==> config.mk <==
export PLATFORM = sky130hd
export DESIGN_NAME = at_command_line_collector_flat
export DESIGN_NICKNAME = d
export VERILOG_FILES = /design/src/hdl/atc_pkg.sv /design/src/hdl/atc_if.sv /design/src/hdl/at_command_line_collector.sv /design/src/hdl/atc_ram.sv /design/src/flat_wrapper.sv
export SDC_FILE = /design/constraint.sdc
export NUM_CORES = 1
export LEC_CHECK = 0
export BUFFER_PORTS_ARGS = -buffer_cell sky130_fd_sc_hd__buf_2
export CORE_MARGIN = 4
export CORE_UTILIZATION = 45
export CTS_CLUSTER_SIZE = 12
export DETAILED_ROUTE_END_ITERATION = 8
export GPL_ROUTABILITY_DRIVEN = 0
export PLACE_DENSITY_LB_ADDON = 0.25
export SLEW_MARGIN = 15
export SYNTH_ARGS = -nofsm -noshare
export SYNTH_HDL_FRONTEND = slang
export SYNTH_SLANG_ARGS = --single-unit
==> constraint.sdc <==
create_clock -name clk -period 3.6 [get_ports clk]
set_clock_uncertainty 0.2 [all_clocks]
set_input_delay 0.36 -clock clk [delete_from_list [all_inputs] [get_ports clk]]
set_output_delay 0.36 -clock clk [all_outputs]
set_load 0.02 [all_outputs]
==> src/hdl/atc_pkg.sv <==
// ----------------------------------------------------------------------------
// AT command line collector package
// Shared widths, result kinds, register indexes and the error code text.
// ----------------------------------------------------------------------------
package atc_pkg;

    localparam int BYTE_W  = 8;
    localparam int KIND_W  = 2;
    localparam int LEN_W   = 6;
    localparam int CIDX_W  = 3;
    localparam int ERRI_W  = 4;

    // Result kinds.
    localparam logic [KIND_W-1:0] KIND_ECHO = 2'd0;
    localparam logic [KIND_W-1:0] KIND_CODE = 2'd1;
    localparam logic [KIND_W-1:0] KIND_LINE = 2'd2;
    localparam logic [KIND_W-1:0] KIND_END  = 2'd3;

    // Configuration register indexes.
    localparam logic [CIDX_W-1:0] CFG_CR_CHAR  = 3'd0;
    localparam logic [CIDX_W-1:0] CFG_LF_CHAR  = 3'd1;
    localparam logic [CIDX_W-1:0] CFG_BS_CHAR  = 3'd2;
    localparam logic [CIDX_W-1:0] CFG_ECHO     = 3'd3;
    localparam logic [CIDX_W-1:0] CFG_SUPPRESS = 3'd4;
    localparam logic [CIDX_W-1:0] CFG_VERBOSE  = 3'd5;
    localparam logic [CIDX_W-1:0] CFG_CMD_MODE = 3'd6;

    // Register reset values.
    localparam logic [BYTE_W-1:0] RST_CR_CHAR = 8'd13;
    localparam logic [BYTE_W-1:0] RST_LF_CHAR = 8'd10;
    localparam logic [BYTE_W-1:0] RST_BS_CHAR = 8'd8;

    // Index of the final character of each error code form.
    localparam logic [ERRI_W-1:0] ERR_VERB_LAST = 4'd8;
    localparam logic [ERRI_W-1:0] ERR_NUM_LAST  = 4'd1;

    // Character of the error result code at a given position.
    // Verbose form is CR LF "ERROR" CR LF, numeric form is "4" CR.
    function automatic logic [BYTE_W-1:0] err_char(
        input logic              verbose,
        input logic [ERRI_W-1:0] idx,
        input logic [BYTE_W-1:0] cr,
        input logic [BYTE_W-1:0] lf
    );
        logic [BYTE_W-1:0] ch;
        ch = '0;
        if (verbose)
        begin
            case (idx)
                4'd0:    ch = cr;
                4'd1:    ch = lf;
                4'd2:    ch = 8'h45;
                4'd3:    ch = 8'h52;
                4'd4:    ch = 8'h52;
                4'd5:    ch = 8'h4F;
                4'd6:    ch = 8'h52;
                4'd7:    ch = cr;
                4'd8:    ch = lf;
                default: ch = '0;
            endcase
        end
        else
        begin
            case (idx)
                4'd0:    ch = 8'h34;
                4'd1:    ch = cr;
                default: ch = '0;
            endcase
        end
        return ch;
    endfunction

endpackage

==> src/hdl/atc_if.sv <==
// ----------------------------------------------------------------------------
// AT command line collector channels
// Valid/ready channels for received bytes and for result items.
// ----------------------------------------------------------------------------
interface atc_in_if;
    import atc_pkg::*;

    logic              valid;
    logic              ready;
    logic              action;
    logic [BYTE_W-1:0] rx_byte;

    modport source (output valid, output action, output rx_byte, input ready);
    modport sink   (input valid, input action, input rx_byte, output ready);
endinterface

interface atc_out_if;
    import atc_pkg::*;

    logic              valid;
    logic              ready;
    logic [KIND_W-1:0] kind;
    logic [BYTE_W-1:0] out_byte;
    logic [LEN_W-1:0]  line_length;
    logic              last;

    modport source (output valid, output kind, output out_byte, output line_length,
                    output last, input ready);
    modport sink   (input valid, input kind, input out_byte, input line_length,
                    input last, output ready);
endinterface

==> src/hdl/at_command_line_collector.sv <==
// ----------------------------------------------------------------------------
// AT command line collector
// Gathers a command line in a RAM, echoes bytes, reports overflow with an
// ERROR result code and hands out the finished line followed by a line end.
// ----------------------------------------------------------------------------
//  Channel   Role    Transaction payload
//  bytes     sink    action, rx_byte
//  results   source  kind, out_byte, line_length, last
//  cfg_*     write   cfg_index selects the register, cfg_data is the value
//
//  A byte is taken only while the sequencer is idle; each result item
//  then goes into the output register. A line byte is first read in
//  S_LRD and forwarded in S_LOUT, as the line RAM read data is registered.
//  Reset clears the line position, the pending flag and the registers; the
//  line RAM is not cleared. A stalled result holds the sequencer in place.
// ----------------------------------------------------------------------------
module at_command_line_collector #(
    parameter int LINE_DEPTH = 32
) (
    input  logic                      clk,
    input  logic                      rst_n,
    atc_in_if.sink                    bytes,
    atc_out_if.source                 results,
    input  logic                      cfg_we,
    input  logic [atc_pkg::CIDX_W-1:0] cfg_index,
    input  logic [atc_pkg::BYTE_W-1:0] cfg_data
);
    import atc_pkg::*;

    localparam int PW = $clog2(LINE_DEPTH + 1);
    localparam int AW = $clog2(LINE_DEPTH);

    typedef enum logic [5:0] {
        S_IDLE = 6'b000001,
        S_ERR  = 6'b000010,
        S_ECHO = 6'b000100,
        S_LRD  = 6'b001000,
        S_LOUT = 6'b010000,
        S_END  = 6'b100000
    } state_t;

    // Configuration registers.
    logic [BYTE_W-1:0] cr_reg, lf_reg, bs_reg;
    logic              echo_reg, supp_reg, verb_reg, cmd_reg;

    // Line state and sequencer.
    state_t            state_reg, state_next;
    logic [PW-1:0]     pos_reg, pos_next;
    logic              pend_reg, pend_next;
    logic [ERRI_W-1:0] err_idx_reg, err_idx_next;
    logic              echo_pend_reg, echo_pend_next;
    logic              disp_reg, disp_next;
    logic [PW-1:0]     len_reg, len_next;
    logic [BYTE_W-1:0] chr_reg, chr_next;
    logic [AW-1:0]     line_idx_reg, line_idx_next;

    // Output register.
    logic              out_valid_reg;
    logic [KIND_W-1:0] kind_reg;
    logic [BYTE_W-1:0] obyte_reg;
    logic [LEN_W-1:0]  olen_reg;
    logic              last_reg;

    logic              acc, byte_cmd, is_bs, is_cr, ovf, pend_eff;
    logic [PW-1:0]     pos_eff;
    logic              store_we, err_go, echo_go, disp_go;
    logic              slot_free, push, push_last;
    logic [KIND_W-1:0] push_kind;
    logic [BYTE_W-1:0] push_byte;
    logic [LEN_W-1:0]  push_len;
    logic [ERRI_W-1:0] err_last_idx;
    logic [BYTE_W-1:0] ram_rdata;
    logic              ram_re;

    // Configuration writes.
    always_ff @(posedge clk or negedge rst_n)
    begin
        if (!rst_n)
        begin
            cr_reg   <= RST_CR_CHAR;
            lf_reg   <= RST_LF_CHAR;
            bs_reg   <= RST_BS_CHAR;
            echo_reg <= 1'b1;
            supp_reg <= 1'b0;
            verb_reg <= 1'b1;
            cmd_reg  <= 1'b1;
        end
        else if (cfg_we)
        begin
            case (cfg_index)
                CFG_CR_CHAR:  cr_reg   <= cfg_data;
                CFG_LF_CHAR:  lf_reg   <= cfg_data;
                CFG_BS_CHAR:  bs_reg   <= cfg_data;
                CFG_ECHO:     echo_reg <= cfg_data[0];
                CFG_SUPPRESS: supp_reg <= cfg_data[0];
                CFG_VERBOSE:  verb_reg <= cfg_data[0];
                CFG_CMD_MODE: cmd_reg  <= cfg_data[0];
                default:      ;
            endcase
        end
    end

    // Decode of an accepted transaction.
    assign bytes.ready = (state_reg == S_IDLE);
    assign acc         = bytes.valid && bytes.ready;
    assign byte_cmd    = acc && !bytes.action && cmd_reg;
    assign is_bs       = (bytes.rx_byte == bs_reg);
    assign is_cr       = (bytes.rx_byte == cr_reg);
    assign ovf         = (pos_reg == PW'(LINE_DEPTH));
    assign pos_eff     = ovf ? '0 : pos_reg;
    assign pend_eff    = ovf ? 1'b0 : pend_reg;
    assign store_we    = byte_cmd && !is_bs && !is_cr;
    assign err_go      = byte_cmd && !is_bs && ovf && !supp_reg;
    assign echo_go     = byte_cmd && echo_reg;
    assign disp_go     = byte_cmd && !is_bs && is_cr && !pend_eff;

    assign slot_free    = !out_valid_reg || results.ready;
    assign err_last_idx = verb_reg ? ERR_VERB_LAST : ERR_NUM_LAST;
    assign ram_re       = (state_reg == S_LRD);

    // Line store.
    atc_ram #(
        .WIDTH (BYTE_W),
        .DEPTH (LINE_DEPTH)
    ) u_line_ram (
        .clk   (clk),
        .we    (store_we),
        .waddr (pos_eff[AW-1:0]),
        .wdata (bytes.rx_byte),
        .re    (ram_re),
        .raddr (line_idx_reg),
        .rdata (ram_rdata)
    );

    // Sequencer: plan at accept time, then emit one result at a time.
    always_comb
    begin
        state_next     = state_reg;
        pos_next       = pos_reg;
        pend_next      = pend_reg;
        err_idx_next   = err_idx_reg;
        echo_pend_next = echo_pend_reg;
        disp_next      = disp_reg;
        len_next       = len_reg;
        chr_next       = chr_reg;
        line_idx_next  = line_idx_reg;
        push           = 1'b0;
        push_kind      = KIND_ECHO;
        push_byte      = '0;
        push_len       = '0;
        push_last      = 1'b0;

        case (state_reg)
            S_IDLE:
            begin
                if (acc && bytes.action)
                begin
                    pend_next = 1'b0;
                end
                else if (byte_cmd)
                begin
                    chr_next       = bytes.rx_byte;
                    err_idx_next   = '0;
                    line_idx_next  = '0;
                    echo_pend_next = echo_go;
                    disp_next      = disp_go;
                    len_next       = pos_eff;
                    if (is_bs)
                    begin
                        pos_next = (pos_reg != '0) ? pos_reg - PW'(1) : pos_reg;
                    end
                    else if (is_cr)
                    begin
                        pos_next  = '0;
                        pend_next = 1'b1;
                    end
                    else
                    begin
                        pos_next  = pos_eff + PW'(1);
                        pend_next = pend_eff;
                    end

                    if (err_go)
                        state_next = S_ERR;
                    else if (echo_go)
                        state_next = S_ECHO;
                    else if (disp_go)
                        state_next = (pos_eff != '0) ? S_LRD : S_END;
                    else
                        state_next = S_IDLE;
                end
            end

            S_ERR:
            begin
                if (slot_free)
                begin
                    push      = 1'b1;
                    push_kind = KIND_CODE;
                    push_byte = err_char(verb_reg, err_idx_reg, cr_reg, lf_reg);
                    push_last = (err_idx_reg == err_last_idx) && !echo_pend_reg && !disp_reg;
                    if (err_idx_reg == err_last_idx)
                    begin
                        if (echo_pend_reg)
                            state_next = S_ECHO;
                        else if (disp_reg)
                            state_next = (len_reg != '0) ? S_LRD : S_END;
                        else
                            state_next = S_IDLE;
                    end
                    else
                    begin
                        err_idx_next = err_idx_reg + ERRI_W'(1);
                    end
                end
            end

            S_ECHO:
            begin
                if (slot_free)
                begin
                    push      = 1'b1;
                    push_kind = KIND_ECHO;
                    push_byte = chr_reg;
                    push_last = !disp_reg;
                    if (disp_reg)
                        state_next = (len_reg != '0) ? S_LRD : S_END;
                    else
                        state_next = S_IDLE;
                end
            end

            S_LRD:
            begin
                state_next = S_LOUT;
            end

            S_LOUT:
            begin
                if (slot_free)
                begin
                    push      = 1'b1;
                    push_kind = KIND_LINE;
                    push_byte = ram_rdata;
                    if (PW'(line_idx_reg) + PW'(1) == len_reg)
                    begin
                        state_next = S_END;
                    end
                    else
                    begin
                        line_idx_next = line_idx_reg + AW'(1);
                        state_next    = S_LRD;
                    end
                end
            end

            S_END:
            begin
                if (slot_free)
                begin
                    push       = 1'b1;
                    push_kind  = KIND_END;
                    push_len   = LEN_W'(len_reg);
                    push_last  = 1'b1;
                    state_next = S_IDLE;
                end
            end

            default:
            begin
                state_next = S_IDLE;
            end
        endcase
    end

    // Control state.
    always_ff @(posedge clk or negedge rst_n)
    begin
        if (!rst_n)
        begin
            state_reg     <= S_IDLE;
            pos_reg       <= '0;
            pend_reg      <= 1'b0;
            out_valid_reg <= 1'b0;
        end
        else
        begin
            state_reg <= state_next;
            pos_reg   <= pos_next;
            pend_reg  <= pend_next;
            if (push)
                out_valid_reg <= 1'b1;
            else if (results.ready)
                out_valid_reg <= 1'b0;
        end
    end

    // Plan and output payload.
    always_ff @(posedge clk)
    begin
        err_idx_reg   <= err_idx_next;
        echo_pend_reg <= echo_pend_next;
        disp_reg      <= disp_next;
        len_reg       <= len_next;
        chr_reg       <= chr_next;
        line_idx_reg  <= line_idx_next;
        if (push)
        begin
            kind_reg  <= push_kind;
            obyte_reg <= push_byte;
            olen_reg  <= push_len;
            last_reg  <= push_last;
        end
    end

    assign results.valid       = out_valid_reg;
    assign results.kind        = kind_reg;
    assign results.out_byte    = obyte_reg;
    assign results.line_length = olen_reg;
    assign results.last        = last_reg;

    // The line position never passes the store depth.
    a_pos_range: assert property (@(posedge clk) disable iff (!rst_n)
        pos_reg <= PW'(LINE_DEPTH))
        else $error("line position beyond store depth");

    // A line byte is only read below the dispatched length.
    a_line_idx: assert property (@(posedge clk) disable iff (!rst_n)
        (state_reg == S_LOUT) |-> (PW'(line_idx_reg) < len_reg))
        else $error("line read beyond dispatched length");

    // Every RAM read is followed by the cycle that forwards its data.
    a_read_then_out: assert property (@(posedge clk) disable iff (!rst_n)
        (state_reg == S_LRD) |=> (state_reg == S_LOUT))
        else $error("line read not followed by output step");

    // A line end always closes the result sequence.
    a_end_last: assert property (@(posedge clk) disable iff (!rst_n)
        (out_valid_reg && kind_reg == KIND_END) |-> last_reg)
        else $error("line end item without last flag");

endmodule

==> src/hdl/atc_ram.sv <==
// ----------------------------------------------------------------------------
// Generic single-port-write RAM
// One write port and one read port with registered read data.
// ----------------------------------------------------------------------------
module atc_ram #(
    parameter int WIDTH = 8,
    parameter int DEPTH = 32
) (
    input  logic                     clk,
    input  logic                     we,
    input  logic [$clog2(DEPTH)-1:0] waddr,
    input  logic [WIDTH-1:0]         wdata,
    input  logic                     re,
    input  logic [$clog2(DEPTH)-1:0] raddr,
    output logic [WIDTH-1:0]         rdata
);

    logic [WIDTH-1:0] mem [DEPTH];
    logic [WIDTH-1:0] rdata_reg;

    // Write port and registered read port.
    always_ff @(posedge clk)
    begin
        if (we)
        begin
            mem[waddr] <= wdata;
        end
        if (re)
        begin
            rdata_reg <= mem[raddr];
        end
    end

    assign rdata = rdata_reg;

endmodule

==> src/flat_wrapper.sv <==
// flat-port wrapper written by rule: the top's interface ports become plain ports
module at_command_line_collector_flat import atc_pkg::*;
#(
    parameter int LINE_DEPTH = 32
)
  (clk, rst_n, cfg_we, cfg_index, cfg_data, bytes_valid, bytes_action, bytes_rx_byte, bytes_ready, results_valid, results_kind, results_out_byte, results_line_length, results_last, results_ready);
  atc_in_if bytes_i ();
  atc_out_if results_i ();
  input  logic clk;
  input  logic rst_n;
  input  logic cfg_we;
  input  logic [atc_pkg::CIDX_W-1:0] cfg_index;
  input  logic [atc_pkg::BYTE_W-1:0] cfg_data;
  input wire logic [$bits(bytes_i.valid)-1:0] bytes_valid;
  input wire logic [$bits(bytes_i.action)-1:0] bytes_action;
  input wire logic [$bits(bytes_i.rx_byte)-1:0] bytes_rx_byte;
  output wire logic [$bits(bytes_i.ready)-1:0] bytes_ready;
  output wire logic [$bits(results_i.valid)-1:0] results_valid;
  output wire logic [$bits(results_i.kind)-1:0] results_kind;
  output wire logic [$bits(results_i.out_byte)-1:0] results_out_byte;
  output wire logic [$bits(results_i.line_length)-1:0] results_line_length;
  output wire logic [$bits(results_i.last)-1:0] results_last;
  input wire logic [$bits(results_i.ready)-1:0] results_ready;
  assign bytes_i.valid = bytes_valid;
  assign bytes_i.action = bytes_action;
  assign bytes_i.rx_byte = bytes_rx_byte;
  assign bytes_ready = bytes_i.ready;
  assign results_valid = results_i.valid;
  assign results_kind = results_i.kind;
  assign results_out_byte = results_i.out_byte;
  assign results_line_length = results_i.line_length;
  assign results_last = results_i.last;
  assign results_i.ready = results_ready;
  at_command_line_collector #(.LINE_DEPTH(LINE_DEPTH)) u_core (.clk(clk), .rst_n(rst_n), .bytes(bytes_i), .results(results_i), .cfg_we(cfg_we), .cfg_index(cfg_index), .cfg_data(cfg_data));
endmodule
Word level (Yosys, flattened, before mapping)
Memory sizes are Yosys's and may differ from the RTL's. A register that Yosys moved wholly into a read port is not among the register bits.
Index checks and enable logic that the tools add are counted.
W data, S select, Z words.
{"block": "word_totals", "regBits": 84, "ramBits": 256, "out_inout_bits": 19, "wordCells": 169, "memories": 1}
{"block": "classes", "n_addsub": 5, "n_eq_ne": 36, "n_mux": 56, "bitwise": 1, "n_reduce_logical": 49}
{"name": "u_core.u_line_ram.mem", "words": 32, "width": 8, "read_ports": 1, "rd_clocked_by_memory_dff": 1, "wr": 1, "line_no": "atc_ram.sv:18", "rtl": "logic [WIDTH-1:0] mem [DEPTH];"}
{"op": "$mux W6", "n": 19}
{"op": "$pmux W8 S5", "n": 1}
{"op": "$pmux W6 S6", "n": 1}
{"op": "$mux W8", "n": 4}
{"op": "$pmux W8 S3", "n": 1}
{"op": "$mux W4", "n": 5}
{"op": "$mux W5", "n": 4}
{"op": "$reduce_bool A6 Y1", "n": 3}
{"op": "$eq A4 B3 Y1 const B", "n": 4}
{"op": "$eq A8 B8 Y1", "n": 2}
{"op": "$pmux W8 S2", "n": 1}
{"op": "$reduce_and A2 Y1", "n": 8}
{"op": "$mux W1", "n": 14}
{"op": "$logic_and A1 B1 Y1", "n": 13}
{"op": "$eq A6 B6 Y1 const B", "n": 2}
{"op": "$ne A2 B2 Y1 const B", "n": 6}
{"op": "$ne A2 B1 Y1 const B", "n": 5}
{"op": "$pmux W5 S2", "n": 1}
{"op": "$reduce_and A5 Y1", "n": 2}
{"op": "$eq A3 B3 Y1 const B", "n": 3}
{"op": "$eq A4 B2 Y1 const B", "n": 2}
{"op": "$logic_not A1 Y1", "n": 8}
{"op": "$pmux W4 S2", "n": 1}
{"op": "$reduce_bool A2 Y1", "n": 4}
{"op": "other kinds (29)", "n": 33}

Logic depth before layout (Yosys ltp)
{"block": "depth", "ltp_word": 13, "ltp_mapped": 8}

Cells and area by module
From an unflattened synthesis, not the netlist that was laid out.
{"block": "unflattened", "hier_cells": 826, "hier_area_um2": 14854.2}
{"mod": "atc_ram", "instances": 1, "cells_each": 417, "area_each_um2": 10133.5}
{"mod": "at_command_line_collector", "instances": 1, "cells_each": 409, "area_each_um2": 4720.8}

Worst setup path after synthesis
Ideal clock, no wire load.
{"block": "synth_path", "path_type": "reg2reg", "startpoint": "register u_core.state_reg[1]", "endpoint": "memory u_core.u_line_ram.mem[12][0], enable pin", "setup_time_ns": 0.370, "arrival_time_ns": 2.229, "required_ns": 3.030, "path_slack_ns": 0.801, "path_stages_with_launch": 7, "path_buffers": 2, "cell_sequence": "dfrtp_1 -> buf_6 -> nor4_4 -> nor4b_4 -> buf_2 -> nand3_1 -> nor2_1"}
{"block": "synth_between", "elab_chain_len": 8}
{"item": "from (decl)", "line_no": "at_command_line_collector.sv:47", "rtl": "state_t state_reg, state_next;"}
{"item": "from (signal assigned)", "line_no": "at_command_line_collector.sv:288", "rtl": "state_reg <= state_next;"}
{"item": "$eq A6 B1 Y1", "line_no": "at_command_line_collector.sv:104", "rtl": "assign bytes.ready = (state_reg == S_IDLE);"}
{"item": "$logic_and A1 B1 Y1", "line_no": "at_command_line_collector.sv:105", "rtl": "assign acc = bytes.valid && bytes.ready;"}
{"item": "$logic_and A1 B1 Y1 (2 in series)", "line_no": "at_command_line_collector.sv:106", "rtl": "assign byte_cmd = acc && !bytes.action && cmd_reg;"}
{"item": "$logic_and A1 B1 Y1 (2 in series)", "line_no": "at_command_line_collector.sv:112", "rtl": "assign store_we = byte_cmd && !is_bs && !is_cr;"}
{"item": "$mux W1", "line_no": "atc_ram.sv:24", "rtl": "if (we)"}
{"item": "$mux W1 (implied by the code)", "line_no": "atc_ram.sv:26", "rtl": "mem[waddr] <= wdata;"}
{"item": "to (decl)", "line_no": "atc_ram.sv:18"}
Every way passes these cells.

Final worst setup path
{"block": "layout_path", "startpoint": "input port bytes_rx_byte[5]", "endpoint": "memory u_core.u_line_ram.mem[15][0], enable pin"}
{"block": "layout_between", "elab_chain_len": 6}
{"item": "from (decl)", "line_no": "flat_wrapper.sv:16", "rtl": "input wire logic [$bits(bytes_i.rx_byte)-1:0] bytes_rx_byte;"}
{"item": "$eq A8 B8 Y1", "line_no": "at_command_line_collector.sv:107", "rtl": "assign is_bs = (bytes.rx_byte == bs_reg);"}
{"item": "$logic_not A1 Y1", "line_no": "at_command_line_collector.sv:112"}
{"item": "$logic_and A1 B1 Y1", "line_no": "at_command_line_collector.sv:112"}
{"item": "$logic_and A1 B1 Y1 *", "line_no": "at_command_line_collector.sv:112"}
{"item": "$mux W1 *", "line_no": "atc_ram.sv:24"}
{"item": "$mux W1 (implied by the code) *", "line_no": "atc_ram.sv:26"}
Mark *: on every way between the ends. The rest lies on a longest branch, timed or not.

==> flow_summary.yaml <==
power:
  internal-power_mw: 7.560
  share_comb_of_total_power: 0.163
  peakVddDrop_uv: 412.1
  power.share.clock: 0.363
  seq_power_share: 0.474
  areal_power_density_over_the_cells_mw_per_mm2: 602.1
  power.switching_fraction: 0.2557
  power.switching_mw: 2.597
  leak_pwr_nw: 5.645
job:
  maxCapViolCount: 0
synthesis:
  predominant_post_synthesis_flop_cell: "sky130_fd_sc_hd__edfxtp_1"
  register_area_share_after_synthesis: 0.6974
  synth_cells: 822
  syn-num-nets: 857
  synth_cell_type_count: 63
  syn-mean-instance-area_sq_um: 17.88
  synth.cell_area_sq_mm: 0.01470
  synth-seq-cells: 348
  async_reset_ff_frac: 0.1207
  yosysWarnings: 0
  number_of_synthesized_flops_with_an_enable_pin: 306
place:
  preCtsSetupSlack_ps: 419.0
  detailed_place_hpwl_microns: 21210
  buffer_ports.inserted: 43
routing:
  route.detailed.vias_per_inst: 5.807
  met1_length_microns: 14680
  routed-via-count: 7950
  dr.max_layer_used: "met4"
  route.detailed.drc: 0
  met2_length_microns: 15290
  drt_iter0_drc: 867
  drt_first_pass_iters: 5
  avgRoutedWirePerCell_microns: 23.86
  wirelength_microns: 32670
  routed-wl-met3_microns: 2010
  detail-route-antenna-nets: 0
cts:
  cts_repair_resize_count: 0
  cts_htree_levels: 2
  tritoncts_clock_tree: "done"
  clkSlewWorstSetupHoldPaths_ps: 60
  cts_num_sinks: 348
  clock-root-buffer: "sky130_fd_sc_hd__clkbuf_16"
  worstSkewPairLatency_ps: 530
  tritoncts.num_buffers: 38
  clk_path_buf_depth: 3
finish:
  antenna_cells: 0
  largest_register: "u_core.u_line_ram.mem"
  nets: 947
  area_delta_synth_final_pct: 14.75
  post_route_cells_drive_above_1_share: 0.2827
  finalCoreUtilization: 0.5291
  largest_register_ffs: 256
  num-fill-cells: 2530
sta:
  max-slew-margin-rel: 0.3245
  finalMaxSlewViolations: 0
  postLayoutSetupSlackWorst_ps: 436.8
  rsz0062_at_grt: "no"
  final_min_period_over_clock_period: 0.8787
  hold_violations: 0
  tightest_slew_ps: 1009
  fmax_ghz: 0.3161
  fin_crit_ps: 3163
  finalSetupViolCount: 0
  hold_ws_ps: 26.22
  finalSetupTns_ps: 0
worst_setup_path:
  crit_type: "in -> reg"
  worst-endpoint-required_ps: 3540
  data_arrival_time_at_the_worst_slack_endpoint_ps: 3100
  worst_setup_path_start_kind: "input pin"
  setup.worst_path.end_class: "flip-flop"
  worstPathMaxFanout: 8
grt:
  grt.overflow.total: 0
  grt_util_all_layers: 0.1843
  grt_pass1_wl_microns: 50070
  grt_antenna_before_repair: 1
  pin_count_of_the_biggest_net_entering_global_routing: 50
  vias_in_the_first_global_route: 7801
floorplan:
  rows: 65
  die_x_microns: 188.7
  io_pins: 44
  dieHeight_microns: 188.7
  placeableCoreArea_sq_mm: 0.03188
  fp.dieArea_sq_mm: 0.03562
  initial_core_util: 0.4611
status:
  run_status: "finished clean"
worst_hold_path:
  path_category_of_the_worst_min_delay_check: "in -> reg"
==> cell usage after synthesis (14+ instances only) <==
cell type	number	area (sq um)
sky130_fd_sc_hd__dfrtp_1	32	800.8
sky130_fd_sc_hd__a21oi_1	18	90.09
sky130_fd_sc_hd__xor2_1	14	122.6
sky130_fd_sc_hd__nand3_1	16	80.08
sky130_fd_sc_hd__edfxtp_1	306	9189
sky130_fd_sc_hd__nor2_1	62	232.7
sky130_fd_sc_hd__clkbuf_1	20	75.07
sky130_fd_sc_hd__o21ai_0	19	95.09
sky130_fd_sc_hd__xnor2_1	14	122.6
sky130_fd_sc_hd__mux4_2	80	1802
sky130_fd_sc_hd__nand2_1	20	75.07
sky130_fd_sc_hd__mux2_2	36	405.4
==> repair_timing <==
action | 4_1_cts | 5_1_grt
endpoints found under the hold margin | 66 | 0
setup buffers | 0 | 0
hold buffers | 15 | 0
==> per-layer routing <==
metal / vias up / GRT usage
li1: 3488 / -
met1: 4103 / 0.2864
met2: 310 / 0.2783
met3: 49 / 0.02631
met4: 0 / 0.04596
met5: - / 0
==> cells by family (layout without fill, tap and decap cells) <==
family | count (synthesis) | after routing | share of synthesized area
DFF | 348 | 348 | 0.6974
and+or+nand+nor | 180 | 180 | 0.06741
muxes | 118 | 118 | 0.1515
AOI/OAI and AO/OA | 89 | 89 | 0.04077
buffers and inverters | 48 | 160 | 0.01609
xor gates and xnor gates | 29 | 29 | 0.01830
adders and majority gates | 10 | 10 | 0.008511
==> cell usage in the layout (no fill, tap or decap), types with 14 or more instances in the layout <==
cell and n:
sky130_fd_sc_hd__mux4_2 80, sky130_fd_sc_hd__nand3_1 16, sky130_fd_sc_hd__a21oi_1 18, sky130_fd_sc_hd__xor2_1 14
sky130_fd_sc_hd__xnor2_1 14, sky130_fd_sc_hd__buf_4 28, sky130_fd_sc_hd__clkbuf_16 38, sky130_fd_sc_hd__buf_2 43
sky130_fd_sc_hd__dlygate4sd3_1 15, sky130_fd_sc_hd__mux2_2 36, sky130_fd_sc_hd__edfxtp_1 306, sky130_fd_sc_hd__nand2_1 20
sky130_fd_sc_hd__dfrtp_1 32, sky130_fd_sc_hd__nor2_1 62, sky130_fd_sc_hd__o21ai_0 19
==> final timing paths <==
check                                                to  depth (start not counted)  slack [ps]              from
setup / recovery           u_core.u_line_ram.mem[15][0]                          9         440  bytes_rx_byte[5]
hold / removal                          u_core.echo_reg                          3          30      cfg_index[0]
setup reg to reg           u_core.u_line_ram.mem[15][0]                          7         490  u_core.bs_reg[3]
hold reg to reg                        u_core.lf_reg[0]                          1         310  u_core.lf_reg[0]
max in group asynchronous               u_core.supp_reg                          2        2230             rst_n
min in group asynchronous           u_core.state_reg[5]                          2         340             rst_n
==> cell type report <==
type / count / area (sq um) / share of cell area
sequential: 348 / 10250 / 0.6078
multi-input combinational: 426 / 4212 / 0.2497
clock buffer: 49 / 1012 / 0.06001
timing repair buffer: 90 / 655.6 / 0.03887
tap: 435 / 544.3 / 0.03227
clock inverter: 13 / 162.7 / 0.009642
inverter: 8 / 30.03 / 0.001780
==> power by group through the flow <==
| stage | logic [mW] | registers, mW | clock network, mW |
|---|---|---|---|
| finish | 1.65 | 4.82 | 3.69 |
| global route | 1.79 | 4.84 | 3.96 |
| CTS | 1.68 | 4.81 | 3.76 |
| detailed placement | 1.66 | 4.90 | 0 |
| global placement | 1.65 | 4.89 | 0 |
| floorplan | 1.22 | 4.77 | 0 |
==> worst max-delay path, stage by stage <==
cell and delay (ps):
sky130_fd_sc_hd__dlygate4sd3_1 520, sky130_fd_sc_hd__buf_2 210, sky130_fd_sc_hd__xor2_1 170, sky130_fd_sc_hd__nor4_1 100, sky130_fd_sc_hd__and2_1 180, sky130_fd_sc_hd__nor2_1 410, sky130_fd_sc_hd__nand3_1 160, sky130_fd_sc_hd__buf_4 200
sky130_fd_sc_hd__nor2_1 780
==> through the flow <==
step | cells | power [mW] | area, sq um
after floorplan | 822 | 5.992 | 14700
after detailed placement | 1292 | 6.553 | 15540
after CTS | 1369 | 10.25 | 16870
final | 1369 | 10.16 | 16870
after global routing | 1369 | 10.58 | 16870
after global placement | 1292 | 6.535 | 15540
No activity file was read; power rests on OpenSTA's default activity.
